<file path="config.mk">
export PLATFORM = sky130hd
export DESIGN_NAME = digital_clock_with_display_scan_unit
export DESIGN_NICKNAME = d
export VERILOG_FILES = /design/src/hdl/dcs_pkg.sv /design/src/hdl/dcs_core.sv /design/src/hdl/dcs_scan.sv /design/src/hdl/digital_clock_with_display_scan_unit.sv
export SDC_FILE = /design/constraint.sdc
export NUM_CORES = 1
export LEC_CHECK = 0
export ABC_AREA = 1
export BUFFER_PORTS_ARGS = -buffer_cell sky130_fd_sc_hd__clkbuf_2
export CAP_MARGIN = 10
export CORE_ASPECT_RATIO = 0.75
export CORE_UTILIZATION = 31
export CTS_BUF_LIST = sky130_fd_sc_hd__clkbuf_16
export CTS_CLUSTER_DIAMETER = 60
export DETAILED_ROUTE_END_ITERATION = 10
export PLACE_DENSITY = 0.44
export SYNTH_ARGS = -nofsm -noshare
export SYNTH_HDL_FRONTEND = slang
export SYNTH_HIERARCHICAL = 1
export SYNTH_SLANG_ARGS = --single-unit
</file>
<file path="constraint.sdc">
create_clock -name clk_i -period 11 [get_ports clk_i]
set_input_delay 1.65 -clock clk_i [delete_from_list [all_inputs] [get_ports clk_i]]
set_output_delay 1.65 -clock clk_i [all_outputs]
set_load 0.02 [all_outputs]
</file>
<file path="src/hdl/dcs_pkg.sv">
// Shared types, constants and helper functions for the display-scan clock.
`default_nettype none

package dcs_pkg;

  // Bit positions of the buttons inside a packed level or latch vector.
  localparam int unsigned BtnPush  = 0;
  localparam int unsigned BtnLeft  = 1;
  localparam int unsigned BtnRight = 2;
  localparam int unsigned BtnFront = 3;
  localparam int unsigned BtnBack  = 4;

  localparam logic [9:0] TicksPerSecondReset = 10'd1000;

  localparam logic [5:0] SecondsPerMinute = 6'd60;
  localparam logic [6:0] MinutesPerHour   = 7'd60;
  localparam logic [4:0] HoursPerDay      = 5'd24;

  localparam logic [4:0] PresetHours   = 5'd23;
  localparam logic [6:0] PresetMinutes = 7'd59;
  localparam logic [5:0] PresetSeconds = 6'd45;
  localparam logic [6:0] FrontMinutes  = 7'd5;

  // Scan phases, in display order.
  localparam logic [2:0] ScanLeftTens   = 3'd0;
  localparam logic [2:0] ScanLeftUnits  = 3'd1;
  localparam logic [2:0] ScanPoint      = 3'd2;
  localparam logic [2:0] ScanRightTens  = 3'd3;
  localparam logic [2:0] ScanRightUnits = 3'd4;
  localparam logic [2:0] ScanSteps      = 3'd5;

  // Digit drive codes, bit 0 is the leftmost digit.
  localparam logic [3:0] DigitZero  = 4'b0001;
  localparam logic [3:0] DigitOne   = 4'b0010;
  localparam logic [3:0] DigitTwo   = 4'b0100;
  localparam logic [3:0] DigitThree = 4'b1000;

  // Pattern index for the decimal point alone.
  localparam logic [3:0] PatternPoint = 4'd10;

  // Button levels, active low; bit 0 is push.
  typedef struct packed {
    logic back_n;
    logic front_n;
    logic right_n;
    logic left_n;
    logic push_n;
  } btn_t;

  // Time and mode after one tick has been applied.
  typedef struct packed {
    logic [4:0] hours;
    logic [6:0] minutes;
    logic [5:0] seconds;
    logic       show_ms;
  } time_t;

  // Seven-segment pattern, segments a..g in bits 0..6, point in bit 7.
  function automatic logic [7:0] seg_pattern(input logic [3:0] digit);
    logic [7:0] pat;
    unique case (digit)
      4'd0:    pat = 8'h3F;
      4'd1:    pat = 8'h06;
      4'd2:    pat = 8'h5B;
      4'd3:    pat = 8'h4F;
      4'd4:    pat = 8'h66;
      4'd5:    pat = 8'h6D;
      4'd6:    pat = 8'h7D;
      4'd7:    pat = 8'h07;
      4'd8:    pat = 8'h7F;
      4'd9:    pat = 8'h6F;
      default: pat = 8'h80;
    endcase
    return pat;
  endfunction

  // Tens digit of a 7-bit value: multiply by 205 and drop 11 bits.
  function automatic logic [3:0] tens_of(input logic [6:0] value);
    logic [14:0] prod;
    prod = {8'd0, value} * 15'd205;
    return prod[14:11];
  endfunction

  // Units digit of a 7-bit value.
  function automatic logic [3:0] units_of(input logic [6:0] value);
    logic [6:0] rest;
    rest = value - 7'(tens_of(value)) * 7'd10;
    return rest[3:0];
  endfunction

endpackage

`default_nettype wire

</file>
<file path="src/hdl/dcs_core.sv">
// Timekeeping core: tick counter, time counters, button latches and mode.
`default_nettype none

module dcs_core (
  input  wire logic             clk_i,
  input  wire logic             rst_ni,
  input  wire logic             step_i,
  input  wire dcs_pkg::btn_t    btn_i,
  input  wire logic [9:0]       tps_i,
  output dcs_pkg::time_t        time_o
);

  logic [4:0] hour_q, hour_d;
  logic [6:0] min_q, min_d;
  logic [5:0] sec_q, sec_d;
  logic [9:0] tick_q, tick_d;
  logic [4:0] latch_q, latch_d;
  logic       mode_q, mode_d;

  logic [9:0] tick_v;
  logic [4:0] lvl;
  logic [4:0] press;

  always_comb begin
    tick_v = tick_q;
    hour_d = hour_q;
    min_d  = min_q;
    sec_d  = sec_q;

    // Advance seconds, then ripple carries, including a late carry.
    if (tick_v >= tps_i) begin
      sec_d  = sec_d + 6'd1;
      tick_v = '0;
    end
    if (sec_d >= dcs_pkg::SecondsPerMinute) begin
      min_d = min_d + 7'd1;
      sec_d = '0;
    end
    if (min_d >= dcs_pkg::MinutesPerHour) begin
      hour_d = hour_d + 5'd1;
      min_d  = '0;
      sec_d  = '0;
    end
    if (hour_d >= dcs_pkg::HoursPerDay) begin
      hour_d = '0;
      min_d  = '0;
      sec_d  = '0;
    end

    // A button acts once per hold: pressed now and not latched.
    lvl     = btn_i;
    press   = ~lvl & ~latch_q;
    latch_d = ~lvl;

    if (press[dcs_pkg::BtnPush]) begin
      hour_d = '0;
      min_d  = '0;
      sec_d  = '0;
    end
    mode_d = mode_q ^ press[dcs_pkg::BtnLeft] ^ press[dcs_pkg::BtnRight];
    if (press[dcs_pkg::BtnBack]) begin
      hour_d = dcs_pkg::PresetHours;
      min_d  = dcs_pkg::PresetMinutes;
      sec_d  = dcs_pkg::PresetSeconds;
    end
    if (press[dcs_pkg::BtnFront]) begin
      if (mode_d) begin
        min_d = min_d + dcs_pkg::FrontMinutes;
      end else begin
        hour_d = hour_d + 5'd1;
      end
    end

    tick_d = tick_v + 10'd1;
  end

  always_ff @(posedge clk_i or negedge rst_ni) begin
    if (!rst_ni) begin
      hour_q  <= '0;
      min_q   <= '0;
      sec_q   <= '0;
      tick_q  <= '0;
      latch_q <= '0;
      mode_q  <= 1'b1;
    end else if (step_i) begin
      hour_q  <= hour_d;
      min_q   <= min_d;
      sec_q   <= sec_d;
      tick_q  <= tick_d;
      latch_q <= latch_d;
      mode_q  <= mode_d;
    end
  end

  always_comb begin
    time_o.hours   = hour_d;
    time_o.minutes = min_d;
    time_o.seconds = sec_d;
    time_o.show_ms = mode_d;
  end

endmodule

`default_nettype wire

</file>
<file path="src/hdl/dcs_scan.sv">
// Display scan: phase counter and digit/segment selection.
`default_nettype none

module dcs_scan (
  input  wire logic             clk_i,
  input  wire logic             rst_ni,
  input  wire logic             step_i,
  input  wire dcs_pkg::time_t   time_i,
  output logic [3:0]            digit_o,
  output logic [7:0]            seg_o
);

  logic [2:0] phase_q, phase_d;
  logic [2:0] phase_v;
  logic [6:0] left_pair;
  logic [6:0] right_pair;

  always_comb begin
    phase_v = (phase_q >= dcs_pkg::ScanSteps) ? dcs_pkg::ScanLeftTens : phase_q;
    left_pair  = time_i.show_ms ? time_i.minutes : {2'b00, time_i.hours};
    right_pair = time_i.show_ms ? {1'b0, time_i.seconds} : time_i.minutes;

    unique case (phase_v)
      dcs_pkg::ScanLeftTens: begin
        digit_o = dcs_pkg::DigitZero;
        seg_o   = dcs_pkg::seg_pattern(dcs_pkg::tens_of(left_pair));
      end
      dcs_pkg::ScanLeftUnits: begin
        digit_o = dcs_pkg::DigitOne;
        seg_o   = dcs_pkg::seg_pattern(dcs_pkg::units_of(left_pair));
      end
      dcs_pkg::ScanPoint: begin
        digit_o = dcs_pkg::DigitOne;
        seg_o   = dcs_pkg::seg_pattern(dcs_pkg::PatternPoint);
      end
      dcs_pkg::ScanRightTens: begin
        digit_o = dcs_pkg::DigitTwo;
        seg_o   = dcs_pkg::seg_pattern(dcs_pkg::tens_of(right_pair));
      end
      default: begin
        digit_o = dcs_pkg::DigitThree;
        seg_o   = dcs_pkg::seg_pattern(dcs_pkg::units_of(right_pair));
      end
    endcase

    phase_d = phase_v + 3'd1;
  end

  always_ff @(posedge clk_i or negedge rst_ni) begin
    if (!rst_ni) begin
      phase_q <= dcs_pkg::ScanLeftTens;
    end else if (step_i) begin
      phase_q <= phase_d;
    end
  end

endmodule

`default_nettype wire

</file>
<file path="src/hdl/digital_clock_with_display_scan_unit.sv">
// Top level of the multiplexed seven-segment clock with its handshake stages.
// Flow: a tick taken into the input register moves into the result register when that register is free or emptying.
// Throughput: one tick per cycle while the result side does not stall; the time update and the scan decode for a tick
// are settled combinationally between the input register and the result register.
// Reset: asynchronous, active low; time 00:00:00, MM:SS mode, threshold 1000,
// scan phase zero, no button held, both stages empty.
`default_nettype none

module digital_clock_with_display_scan_unit (
  input  wire logic       clk_i,
  input  wire logic       rst_ni,
  // Configuration write channel: the seconds threshold.
  input  wire logic       cfg_valid_i,
  output logic            cfg_ready_o,
  input  wire logic [9:0] cfg_ticks_per_second_i,
  // Tick input channel.
  input  wire logic       in_valid_i,
  output logic            in_stall_o,
  input  wire logic       push_n_i,
  input  wire logic       left_n_i,
  input  wire logic       right_n_i,
  input  wire logic       front_n_i,
  input  wire logic       back_n_i,
  // Result channel.
  output logic            out_valid_o,
  input  wire logic       out_stall_i,
  output logic [3:0]      digit_enable_o,
  output logic [7:0]      segment_bits_o,
  output logic [4:0]      hours_now_o,
  output logic [6:0]      minutes_now_o,
  output logic [5:0]      seconds_now_o,
  output logic            show_minutes_seconds_o
);

  // The threshold register is always writable; software must write it only
  // while no tick transaction is in flight, which the block does not enforce.
  logic [9:0] tps_q;

  // Input register: one tick transaction waiting to be applied.
  logic          in_valid_q;
  dcs_pkg::btn_t btn_q;

  // Result register.
  logic        out_valid_q;
  logic [3:0]  digit_q;
  logic [7:0]  seg_q;
  logic [4:0]  hours_q;
  logic [6:0]  minutes_q;
  logic [5:0]  seconds_q;
  logic        show_ms_q;

  logic           step;
  logic           in_accept;
  dcs_pkg::time_t time_next;
  logic [3:0]     digit_next;
  logic [7:0]     seg_next;

  // A held tick is applied when the result register is empty or is being
  // emptied in this cycle. Applying it commits all clock state at once, so
  // each tick sees exactly the state its predecessor left behind.
  assign step        = in_valid_q && (!out_valid_q || !out_stall_i);
  assign in_stall_o  = in_valid_q && !step;
  assign in_accept   = in_valid_i && !in_stall_o;
  assign cfg_ready_o = 1'b1;

  always_ff @(posedge clk_i or negedge rst_ni) begin
    if (!rst_ni) begin
      tps_q <= dcs_pkg::TicksPerSecondReset;
    end else if (cfg_valid_i && cfg_ready_o) begin
      tps_q <= cfg_ticks_per_second_i;
    end
  end

  always_ff @(posedge clk_i or negedge rst_ni) begin
    if (!rst_ni) begin
      in_valid_q <= 1'b0;
    end else if (in_accept) begin
      in_valid_q <= 1'b1;
    end else if (step) begin
      in_valid_q <= 1'b0;
    end
  end

  always_ff @(posedge clk_i) begin
    if (in_accept) begin
      btn_q.push_n  <= push_n_i;
      btn_q.left_n  <= left_n_i;
      btn_q.right_n <= right_n_i;
      btn_q.front_n <= front_n_i;
      btn_q.back_n  <= back_n_i;
    end
  end

  dcs_core u_core (
    .clk_i  (clk_i),
    .rst_ni (rst_ni),
    .step_i (step),
    .btn_i  (btn_q),
    .tps_i  (tps_q),
    .time_o (time_next)
  );

  dcs_scan u_scan (
    .clk_i   (clk_i),
    .rst_ni  (rst_ni),
    .step_i  (step),
    .time_i  (time_next),
    .digit_o (digit_next),
    .seg_o   (seg_next)
  );

  always_ff @(posedge clk_i or negedge rst_ni) begin
    if (!rst_ni) begin
      out_valid_q <= 1'b0;
    end else if (step) begin
      out_valid_q <= 1'b1;
    end else if (!out_stall_i) begin
      out_valid_q <= 1'b0;
    end
  end

  always_ff @(posedge clk_i) begin
    if (step) begin
      digit_q   <= digit_next;
      seg_q     <= seg_next;
      hours_q   <= time_next.hours;
      minutes_q <= time_next.minutes;
      seconds_q <= time_next.seconds;
      show_ms_q <= time_next.show_ms;
    end
  end

  assign out_valid_o            = out_valid_q;
  assign digit_enable_o         = digit_q;
  assign segment_bits_o         = seg_q;
  assign hours_now_o            = hours_q;
  assign minutes_now_o          = minutes_q;
  assign seconds_now_o          = seconds_q;
  assign show_minutes_seconds_o = show_ms_q;

  // Exactly one digit is driven for every delivered result.
  a_digit_onehot: assert property (@(posedge clk_i) disable iff (!rst_ni)
    out_valid_q |-> $onehot(digit_q))
    else $error("digit enable is not one-hot");

  // Seconds always carry within the tick that reaches sixty.
  a_seconds_range: assert property (@(posedge clk_i) disable iff (!rst_ni)
    out_valid_q |-> (seconds_q < dcs_pkg::SecondsPerMinute))
    else $error("seconds out of range");

  // Hours may reach the day length only through a front press, never beyond.
  a_hours_range: assert property (@(posedge clk_i) disable iff (!rst_ni)
    out_valid_q |-> (hours_q <= dcs_pkg::HoursPerDay))
    else $error("hours out of range");

  // A tick that is applied always leaves a result in the result register.
  a_step_fills: assert property (@(posedge clk_i) disable iff (!rst_ni)
    step |=> out_valid_q)
    else $error("applied tick produced no result");

  // The input side stalls only while a tick is held and cannot move on.
  a_stall_cause: assert property (@(posedge clk_i) disable iff (!rst_ni)
    in_stall_o |-> (in_valid_q && out_valid_q && out_stall_i))
    else $error("input stalled without cause");

endmodule

`default_nettype wire
</file>
### Word-level counts from Yosys, hierarchy flattened

Memories as Yosys holds them, arrays and structs flattened.
Cells that the tools add are included.

| word-level totals | value |
|---|---|
| word-level logic and storage cells | 92 |
| bits in registers | 85 |
| output and inout port bits | 34 |
| bits in read-only memories | 512 |
| input port bits | 20 |
| memories kept | 4 |

Memories:

| memory | words | width | read ports | clocked after memory_dff | wr ports | RTL line | source |
|---|---|---|---|---|---|---|---|
| (name not given) | 16 | 8 | 1 | 0 | 0 | dcs_pkg.sv:61 | `unique case (digit)` |
| (name not given) | 16 | 8 | 1 | 0 | 0 | dcs_pkg.sv:61 |  |
| (name not given) | 16 | 8 | 1 | 0 | 0 | dcs_pkg.sv:61 |  |
| (name not given) | 16 | 8 | 1 | 0 | 0 | dcs_pkg.sv:61 |  |

| operators by class | value |
|---|---|
| add/subtract/negate cells | 9 |
| muxes and demuxes | 29 |
| reductions and logical operators | 11 |
| multipliers | 4 |
| eq/ne operators | 4 |
| order comparisons | 5 |
| bitwise gates (word level) | 5 |

Operator list:

| kind | number |
|---|---|
| two-way mux 7 bit | 9 |
| two-way mux 6 bit | 6 |
| case mux 8 bit (4 select lines) | 1 |
| multiplier 7 x 8 -> 15 bit, second input constant | 2 |
| two-way mux 5 bit | 6 |
| case mux 4 bit (3 select lines) | 1 |
| adder 10 x 1 -> 10 bit, second input constant | 1 |
| adder 5 x 1 -> 5 bit, second input constant | 2 |
| >= comparator 10 bit | 1 |
| two-way mux 10 bit | 1 |
| inverter 5 bit | 2 |
| multiplier 4 x 3 -> 3 bit, second input constant | 2 |
| subtractor 4 bit | 2 |
| adder 7 x 1 -> 7 bit, second input constant | 1 |
| adder 7 x 3 -> 7 bit, second input constant | 1 |
| >= comparator 7 x 6 -> 1 bit, second input constant | 1 |
| adder 6 x 1 -> 6 bit, second input constant | 1 |
| equality test 3 x 2 -> 1 bit, second input constant | 2 |
| >= comparator 6 bit, second input constant | 1 |
| bitwise AND 5 bit | 1 |
| >= comparator 5 bit, second input constant | 1 |
| zero test 1 bit | 4 |
| two-way mux 1 bit | 4 |
| adder 3 x 1 -> 3 bit, second input constant | 1 |
| 10 further kinds | 13 |

### Logic depth before layout (Yosys ltp)

An unclocked memory read counts as a cell.

| depth | value |
|---|---|
| depth after elaboration | 19 |
| depth in mapped cells | 63 |
| mapped depth without buffers | 61 |

### By module

The synthesis kept the hierarchy.

By module, submodules not included:

| module | seq. area each (um^2) | cells an instance | instances | area each (um^2) |
|---|---|---|---|---|
| dcs_scan | 75.1 | 517 | 1 | 3598.5 |
| dcs_core | 852.1 | 385 | 1 | 2720.1 |
| digital_clock_with_display_scan_unit | 1388.8 | 92 | 1 | 1625.3 |

### Worst setup path before layout

No wires, ideal clock.

| path | value |
|---|---|
| path type | reg2reg |
| from | reg tps_q[9] |
| to | reg seg_q[4] (netlist: segment_bits_o[4]) (data pin) |
| data required time | 10751 ps |
| library setup time | 249 ps |
| cell stages (with the launch flop) | 56 |
| data arrival time | 7493 ps |
| period minus slack after synthesis | 7742 ps |
| slack | 3258 ps |
| buffers on the path | 2 |
| cell sequence | dfstp_2 inv_1 ha_1 nand2_2 inv_2 a21oi_4 nand3_4 nand2_1 nand2_1 nor2_2 nand2_2 buf_6 o21ai_2 inv_2 o21ai_4 nand2_1 o21ai_2 nand2_2 (+20 left out) ha_1 a21oi_1 o21bai_1 a21o_1 nand2_1 nand2_1 nand2_1 nand2_2 ha_1 fa_1 xor2_1 or2_1 nand2_1 nand2_1 nand3_1 nand3_1 nand2_1 inv_1 |

RTL lines:

| what | RTL line | source |
|---|---|---|
| start, declared | digital_clock_with_display_scan_unit.sv:37 | `logic [9:0] tps_q;` |
| start signal, assigned | digital_clock_with_display_scan_unit.sv:68 | `tps_q <= dcs_pkg::TicksPerSecondReset;` |
| start signal, assigned | digital_clock_with_display_scan_unit.sv:70 | `tps_q <= cfg_ticks_per_second_i;` |
| end signal, assigned | digital_clock_with_display_scan_unit.sv:125 | `seg_q <= seg_next;` |
| end, declared | digital_clock_with_display_scan_unit.sv:46 | `logic [7:0] seg_q;` |

==> results.toml <==
[sta]
maxSlewHeadroom_pct = 40.6
slew_violations = 0
finalHoldViolCount = 0
rsz0062_at_grt = "no"
max_freq_mhz = 113
worstMarginPinSlew_ns = 0.881
setup_viol = 0
skew_ns = 0.0115
period_minus_slack_ns = 8.84
period_share_pct = 80.4
fin_setup_tns_ns = 0

[critical_path]
crit_fanout = 11
crit_path_frequent_cell = "nand2_1"
worst_setup_path_start_kind = "flip-flop"
cp_slowest_stage_delay_ns = 0.56
critPathRequiredTime_ns = 11.11
r2r.worst_path.cells = 44
crit_start = "tps_q[9]"
reg2reg_slack_ns = 2.16
arrival_ns = 8.96
crit_path_end_kind = "flip-flop"
r2r-start = "tps_q[9]"
slowest_stage = "o21ai_0"
criticalPathCategory = "flip-flop to flip-flop"

[die]
start_util_pct = 31.7
core_region_area_um2 = 25100
die_h_um = 141
die_w_um = 187
row_count = 50
ioPinCount = 54
die-area_um2 = 26300

[synthesis]
synth_compound_area_share_pct = 7.77
synth_mux_area_share_pct = 0.142
yosysSeqAreaShare_pct = 29.2
synth-simple-area-share_pct = 27.6
async_flop_share_pct = 57.6
yosys-top-cells-count = "nand2_1, inv_1, ha_1"
syn-cell-area_um2 = 7940
synth_edf_count = 36
synth_xor_area_share_pct = 3.98
syn_nets = 1140
synth.most_common_cell = "nand2_1"
ys_types = 48
synth_top_flop_cell = "dfrtp_1"
synth_warnings = 6
synth_top_family_by_area = "simple AND/OR/NAND/NOR gates"
avgSynthCellArea_um2 = 7.99
netlist_top_cells_area = "ha_1, edfxtp_1, dfrtp_1"
synth-adder-area-share_pct = 21.5
netlist.area_leader.share_pct = 17.2
post-synth-top-area-cell = "ha_1"
synth-seq-cells = 85
synth_cells = 994

[drt]
drt_iter0_drc = 336
first_pass_iters = 5
routed_wl_mm = 18.5
via_count = 6237
drt-wirelength-per-cell_um = 13.3
postRouteAntennaNets = 0
drc = 0
vias_per_cell = 4.49

[cells_and_area]
diodes = 0
drive_gt1_share_pct = 17.1
fin_nets = 1191
syn_to_final_growth_pct = 11.7

[clocking]
post_cts_buffers = 0
cts_resized = 0
cts_tree = "done"
clock_path_buffers = 2
hold_buffers = 0
htreeDepth = 3
cts_made_buffers = 9
clock_latency_ns = 0.35
clk_pin_slew_ns = 0.07
cts-root-buf = "clkbuf_16"
cts.sinks = 85

[global_route]
grt_max_degree = 70
globalRouteTotalUtil_pct = 14.8
globalRouteMet1Util_pct = 23.5
grtUsageMet2_pct = 20.4
met3_usage_pct = 2.39
grt_pass1_wl_mm = 31.0
antenna_found_initial = 0
gr-total-overflow = 0
grt.busiest_layer = "met1"
first_global_vias = 5879

[run_status]
status = "finished clean"

[hold_path]
hold_start = "btn_q[1]"
hold_depth = 1
hp-class = "flip-flop to flip-flop"

[placed_design]
dpl.hpwl_mm = 14.9
gp_congestion = 0.805
port-buffer-count = 52

[job]
maxCapViolations = 0
cell families (layout without fill, tap and decap cells):
| family | after synthesis | after routing |
|---|---|---|
| DFF | 85 | 85 |
| buffers and inverters | 197 | 253 |
| xor gates and xnor gates | 31 | 31 |
| other | 1 | 1 |
| muxes | 1 | 1 |
| and+or+nand+nor | 450 | 450 |
| AOI/OAI and AO/OA | 103 | 103 |
| adders and majority gates | 126 | 126 |
placed cells by master, fill, tap and decap left out, types with 4 or more instances in the layout:
master / netlist / final
a21oi_1: 23 / 22
clkbuf_16: 0 / 10
clkbuf_2: 0 / 52
dfrtp_1: 42 / 42
dfstp_2: 7 / 7
edfxtp_1: 36 / 36
fa_1: 17 / 17
ha_1: 109 / 109
inv_1: 172 / 174
inv_2: 10 / 10
nand2_1: 238 / 238
nand2_2: 35 / 35
nand2_4: 8 / 8
nand3_1: 67 / 67
nand3_2: 12 / 12
nand3_4: 4 / 4
nand3b_1: 5 / 5
nand4_1: 10 / 10
nor2_1: 45 / 45
nor2_2: 4 / 4
nor3_1: 4 / 4
o211ai_1: 4 / 4
o21ai_0: 52 / 52
o21ai_2: 14 / 14
or2_2: 7 / 7
xnor2_1: 7 / 7
xor2_1: 21 / 21
layer usage:
metal	wire [µm]	up-vias
met2	6950	116
li1	-	3270
met1	10800	2833
met5	0	-
met4	216	0
met3	591	18
critical path: cells and delay by family, from the launching register on:
family,cells,cell delay (ns)
buffers and inverters,6,0.58
AND/OR/NAND/NOR,23,2.81
flip-flops,1,0.53
adder cells (fa/ha/maj),8,2.97
AO/OA/AOI/OAI,6,1.53
XOR/XNOR,1,0.19
flip-flops by register name, indices dropped and copies added (netlist names), 3 cells and up:
name and cells:
tps_q 10, u_core/tick_q 10, segment_bits_o 8, minutes_now_o 7, u_core/min_q 7, seconds_now_o 6
u_core/sec_q 6, btn_q 5, hours_now_o 5, u_core/hour_q 5, u_core/latch_q 5, digit_enable_o 4
u_scan/phase_q 3
layout make-up:
class	instances	area, µm²
well taps	338	423
clock inverters	6	61.3
inverters	183	687
repair buffers	54	275
multi-input cells	712	4860
clock buffers	10	250
fillers	2661	16200
flip-flops and latches	85	2320
final timing paths:
check | endpoint
setup / recovery | segment_bits_o[4]
hold / removal | u_core/latch_q[1]
setup reg to reg | segment_bits_o[4]
hold reg to reg | u_core/latch_q[1]
max in group asynchronous | u_core/tick_q[0]
min in group asynchronous | u_core/latch_q[2]
per-stage QoR:
step	std cells	hold WS [ns]	utilization, %	instance area, µm²	setup WS, ns
after floorplan	994	0.442	-	7940	3.26
after global placement	1372	0.458	34.1	8560	2.13
after detailed placement	1372	0.456	34.1	8560	2.22
after CTS	1388	0.469	35.4	8870	2.14
after global routing	1388	0.490	35.4	8870	1.22
final	1388	0.464	35.4	8870	2.16
Power is not shown: default switching activity piles up to over one toggle a cycle in this logic, so the estimate is an artifact.
